**src/design/cist_pkg.sv**
```systemverilog
// Package for the CAN identifier statistics table.
// Holds the item, result and table entry types, operation and status codes.
// Used by the controller, the datapath and the top level; depends on nothing.
package cist_pkg;

  // Number of table entries and the widths that follow from it.
  localparam int unsigned TABLE_ENTRIES = 64;
  localparam int unsigned IDX_W         = $clog2(TABLE_ENTRIES);
  localparam int unsigned FILL_W        = IDX_W + 1;
  localparam logic [FILL_W-1:0] FILL_MAX = FILL_W'(TABLE_ENTRIES);

  // Fixed field widths of the channels.
  localparam int unsigned SLOT_W    = 6;
  localparam int unsigned LEVEL_W   = 7;
  localparam int unsigned ID_W      = 29;
  localparam int unsigned LEN_W     = 4;
  localparam int unsigned DATA_W    = 64;
  localparam int unsigned TIME_W    = 48;
  localparam int unsigned FRAMES_W  = 32;
  localparam int unsigned MUX_W     = 16;
  localparam int unsigned NUM_BYTES = 8;

  // Frame length saturation limit and mux byte limit.
  localparam logic [LEN_W-1:0] MAX_LEN   = 4'd8;
  localparam logic [7:0]       MUX_LIMIT = 8'd16;

  // Operation codes.
  localparam logic [1:0] OP_RECORD = 2'd0;
  localparam logic [1:0] OP_READ   = 2'd1;
  localparam logic [1:0] OP_CLEAR  = 2'd2;

  // Status codes.
  localparam logic [2:0] ST_UPDATED  = 3'd0;
  localparam logic [2:0] ST_INSERTED = 3'd1;
  localparam logic [2:0] ST_DROPPED  = 3'd2;
  localparam logic [2:0] ST_READ_OK  = 3'd3;
  localparam logic [2:0] ST_READ_OOR = 3'd4;
  localparam logic [2:0] ST_CLEARED  = 3'd5;

  // One input transaction.
  typedef struct packed {
    logic [1:0]        operation;
    logic [ID_W-1:0]   can_id;
    logic              frame_extended;
    logic [LEN_W-1:0]  frame_length;
    logic [DATA_W-1:0] frame_data;
    logic [TIME_W-1:0] time_us;
    logic [SLOT_W-1:0] entry_index;
  } item_t;

  // One result transaction.
  typedef struct packed {
    logic [2:0]          status;
    logic [SLOT_W-1:0]   slot_index;
    logic [LEVEL_W-1:0]  fill_level;
    logic [ID_W-1:0]     read_id;
    logic                read_extended;
    logic [LEN_W-1:0]    read_length;
    logic [DATA_W-1:0]   read_payload;
    logic [FRAMES_W-1:0] read_frame_count;
    logic [MUX_W-1:0]    read_mux_mask;
    logic [TIME_W-1:0]   read_first_time;
    logic [TIME_W-1:0]   read_last_time;
  } result_t;

  // One table entry as stored in the entry memory.
  typedef struct packed {
    logic                ext;
    logic [ID_W-1:0]     id;
    logic [LEN_W-1:0]    length;
    logic [DATA_W-1:0]   payload;
    logic [FRAMES_W-1:0] frames;
    logic [MUX_W-1:0]    mux_mask;
    logic [TIME_W-1:0]   first_time;
    logic [TIME_W-1:0]   last_time;
  } entry_t;

  localparam int unsigned ENTRY_W = $bits(entry_t);

  // Commands from the controller to the datapath.
  typedef struct packed {
    logic load;
    logic scan;
    logic rd;
    logic finish;
  } dp_cmd_t;

  // Status from the datapath to the controller.
  typedef struct packed {
    logic hit;
    logic scan_end;
  } dp_sts_t;

endpackage

```
**src/design/cist_ctrl.sv**
```systemverilog
// Controller of the CAN identifier statistics table: sequences load, table
// scan, entry read and finish steps of one transaction.
// Depends on cist_pkg.
module cist_ctrl (
  input  logic              clk_i,
  input  logic              rst_ni,
  input  logic              start_i,
  input  logic [1:0]        op_i,
  input  cist_pkg::dp_sts_t sts_i,
  output logic              busy_o,
  output cist_pkg::dp_cmd_t cmd_o
);

  localparam logic [1:0] S_IDLE   = 2'd0;
  localparam logic [1:0] S_SCAN   = 2'd1;
  localparam logic [1:0] S_READ   = 2'd2;
  localparam logic [1:0] S_FINISH = 2'd3;

  logic [1:0] state_d, state_q;

  // Next state and command decode.
  always_comb begin
    state_d = state_q;
    cmd_o   = '0;
    unique case (state_q)
      S_IDLE: begin
        if (start_i) begin
          cmd_o.load = 1'b1;
          if (op_i == cist_pkg::OP_RECORD) begin
            state_d = S_SCAN;
          end else if (op_i == cist_pkg::OP_READ) begin
            state_d = S_READ;
          end else begin
            state_d = S_FINISH;
          end
        end
      end
      S_SCAN: begin
        cmd_o.scan = 1'b1;
        if (sts_i.hit || sts_i.scan_end) begin
          state_d = S_FINISH;
        end
      end
      S_READ: begin
        cmd_o.rd = 1'b1;
        state_d  = S_FINISH;
      end
      S_FINISH: begin
        cmd_o.finish = 1'b1;
        state_d      = S_IDLE;
      end
      default: begin
        state_d = S_IDLE;
      end
    endcase
  end

  // State register.
  always_ff @(posedge clk_i or negedge rst_ni) begin
    if (!rst_ni) begin
      state_q <= S_IDLE;
    end else begin
      state_q <= state_d;
    end
  end

  assign busy_o = (state_q != S_IDLE);

endmodule

```
**config.mk**
```make
export PLATFORM = sky130hd
export DESIGN_NAME = cist_ctrl
export DESIGN_NICKNAME = d
export VERILOG_FILES = /design/src/design/cist_pkg.sv /design/src/design/cist_ctrl.sv
export SDC_FILE = /design/constraint.sdc
export NUM_CORES = 1
export LEC_CHECK = 0
export BUFFER_PORTS_ARGS = -buffer_cell sky130_fd_sc_hd__buf_2
export CAP_MARGIN = 20
export CELL_PAD_IN_SITES_DETAIL_PLACEMENT = 1
export CELL_PAD_IN_SITES_GLOBAL_PLACEMENT = 2
export CORE_AREA = 2 2 39 41
export DETAILED_ROUTE_END_ITERATION = 16
export DIE_AREA = 0 0 41 43
export PLACE_DENSITY = 0.56
export SLEW_MARGIN = 15
export SYNTH_ARGS = -nofsm -noshare
export SYNTH_HDL_FRONTEND = slang
export SYNTH_SLANG_ARGS = --single-unit
```
**constraint.sdc**
```tcl
create_clock -name clk_i -period 1.2 [get_ports clk_i]
set_input_delay 0.06 -clock clk_i [delete_from_list [all_inputs] [get_ports clk_i]]
set_output_delay 0.06 -clock clk_i [all_outputs]
set_load 0.01 [all_outputs]
```
==> results summary <==
The number of standard-cell rows in the floorplan came out at 14. The pre-CTS worst setup slack came out at -59.82 ps. The largest registers in the layout are state_q x2. After synthesis, the largest area contributor takes up 27.59% of total cell area. In the finished design, the share of the clock period the worst path needs comes to 99.00%.

Buffers placed on the I/O ports in this run total 11. The worst path in the final design needs a cycle of 1188 ps, including I/O delays and setup. The area growth from synthesis to layout is 115.2%. For this block, the initial DRC count from the detailed router was 3. The post-CTS clock slew at the launch and capture registers of the worst setup and hold paths is 30 ps. The CTS tree is done. The number of iterations in the first detailed-routing pass is 2. During synthesis, Yosys emitted a total of 0 warnings. The total track usage came out at 8.635%.

By area the synthesized netlist is led by dfrtp_1 (28%), ha_1 (28%), mux2i_1 (11%), a2bb2oi_2 (8.3%), inv_1 (8.3%). The synthesized cell area is 181.4 µm². The clock network power share came out at 14.9%. The hold violation total from the final report came out at 0. The total internal power came out at 0.6574 mW.

After routing, the total negative slack on setup checks comes to 0 ps. Tracing the worst setup path back leads to its startpoint at state_q[0]$_DFFE_PN0P_. The sequential cell fraction of total power came out at 12.6%.

During I/O placement, the number of pins put on the boundary was 12. The floorplan die width is 41 µm. Static timing analysis puts the maximum clock frequency at 0.8418 GHz. The number of global-route vias before repair is 235.

The sink count of the clock tree is 2. Of the total power, the share spent switching nets is 36.75%. The number of levels the H-tree was split into is 1.

Of the cells placed in the final design, the portion with a size suffix greater than 1 is 68.42%. The full die area is 0.001763 mm². The number of max-slew violations in the final report came out at 0. The data arrival time of the critical path is 1290 ps. The part of the power in combinational logic is 72.5%. The minimum hold slack is 147.0 ps. The run finished with clean final reports.

For this run the aggregate overflow at the end of global routing stands at 0. The number of instances in the synthesized netlist came out at 18. 0 antenna diodes ended up in the layout. The wire length after detailed routing is 526 µm. The netlist uses 9 different library cells. Counting flops per register, the top entry is state_q. The tightest slew margin relative to the limit came out at 86.22%. The remaining design rule violation count came out at 0. The reported net switching power is 0.3821 mW. The worst voltage drop across the vdd grid came out at 761.0 µV. The initial antenna violation count is 0. The register area share after synthesis is 27.59%. The routed layout has 200 vias.

The core footprint is 0.001384 mm². The register with the most flip-flops in the layout has 2 of them. The required time at the endpoint of the critical path is 1300 ps. The initial standard-cell utilization of the core is 13.11%. The slew at the pin closest to its max-slew limit is 206.0 ps. The tool flagged a number of max-cap violations equal to 0. The maximum buffer depth of the clock tree is 2. The synthesized net count is 29. The first-pass GRT wire length is 945 µm. The average wire per standard cell came out at 9.741 µm. The critical register-to-register path startpoint is state_q[0]$_DFFE_PN0P_. The cell leakage power is 0.1997 nW. The power per unit of standard cell area came out at 2663 mW/mm². Entering global routing, the biggest net connects 6 pins. The routability-driven placement congestion ratio came out at 0.6235. The worst-case clock skew is 1.499 ps. dfrtp_1 takes more of the synthesized area than any other cell.

The final setup violation count is 0. The worst setup path is captured at a flip-flop. The clock latency on the worst-skew pair came out at 230 ps. The final net count is 51. The worst setup margin is 12.06 ps. The average instance in the mapped netlist occupies 10.08 µm². The kind of start point of the critical path is a flip-flop. The cell at the root of the clock tree is clkbuf_4. In the routed layout, each cell is associated on average with a via count of 3.704. The class of the most critical hold timing path is in2async. The register bit total from synthesis came out at 2. The number of CTS-inserted buffers is 3. The maximum net fanout on the critical path came out at 5.

The critical path in this run is classified as reg2reg. The height of the die came out at 43 µm. Setup repair after global routing could not meet its margin everywhere. The number of antenna-violating nets in the routed design is 0.
Yosys cell counts (all sizes together):
master,count
a2bb2oi,1
inv,4
nor2,1
ha,4
and2,1
dfrtp,2
or2b,1
mux2i,2
o22ai,2
kinds of logic after synthesis:
kind of cell | count (synthesis) | share of synthesized area (%)
buf+inv | 4 | 8.273
mux | 2 | 11.03
fa+ha+maj | 4 | 27.59
simple gates | 3 | 10.35
flops | 2 | 27.59
compound gates | 3 | 15.17
routing by layer:
metal | vias up | routed length, µm | global-route usage (%)
li1 | 100 | - | -
met1 | 84 | 216 | 9.003
met2 | 14 | 246 | 11.56
met3 | 2 | 48 | 3.141
met4 | 0 | 14 | 10.00
met5 | - | 0 | 0
final timing paths:
| kind | to | slack [ps] | cells past startpoint |
|---|---|---|---|
| min in group clk_i | state_q[1]$_DFFE_PN0P_ | 180 | 3 |
| max in group asynchronous | state_q[1]$_DFFE_PN0P_ | 960 | 2 |
| worst max register to register | state_q[0]$_DFFE_PN0P_ | 10 | 5 |
| worst max-delay path | state_q[0]$_DFFE_PN0P_ | 10 | 5 |
| worst min-delay path | state_q[0]$_DFFE_PN0P_ | 150 | 2 |
| worst min register to register | state_q[0]$_DFFE_PN0P_ | 690 | 3 |
cells in the final DEF, fill, tap and decap left out, drive strengths merged, types with 2 or more instances in the layout:
cell	instances
buf	16
inv	4
ha	4
clkbuf	3
o22ai	2
mux2i	2
dfrtp	2
critical path: stages, from the launching register on:
cell and delay [ps]:
dfrtp_1 380, inv_2 80, ha_4 140, or2b_1 250, o22ai_1 110, mux2i_1 100
final cells by class:
cell class / instances / area, µm²
repair buffers: 17 / 127.6
fillers: 163 / 993.5
multi-input cells: 12 / 155.1
flip-flops and latches: 2 / 50.05
clock buffers: 3 / 22.52
inverters: 4 / 15.01
well taps: 16 / 20.02
power by group through the flow:
stage | sequential (mW) | combinational, mW | clock (mW)
2_1_floorplan | 0.136 | 0.318 | 0
3_3_place_gp | 0.131 | 0.535 | 0
3_5_place_dp | 0.133 | 0.551 | 0
4_1_cts | 0.133 | 0.662 | 0.166
5_1_grt | 0.137 | 0.845 | 0.184
6_report | 0.131 | 0.753 | 0.155
metrics by stage:
| stage | total power, mW | cells | utilization [%] | cell area (µm²) |
|---|---|---|---|---|
| after detailed placement | 0.6836 | 49 | 20.89 | 289.0 |
| after global placement | 0.6665 | 49 | 20.89 | 289.0 |
| after CTS | 0.9611 | 53 | 25.68 | 355.3 |
| final | 1.039 | 54 | 28.21 | 390.4 |
| after global routing | 1.166 | 54 | 28.21 | 390.4 |
| after floorplan | 0.4547 | 18 | - | 183.9 |
repair_timing:
item	in CTS	in global routing
hold buffers	1	0
endpoints found under the hold margin	2	0
gates resized for setup	4	5
pin swaps	3	0
setup buffers	0	1
endpoints found under the setup margin	3	7
Power figures use the tool's default switching activity.
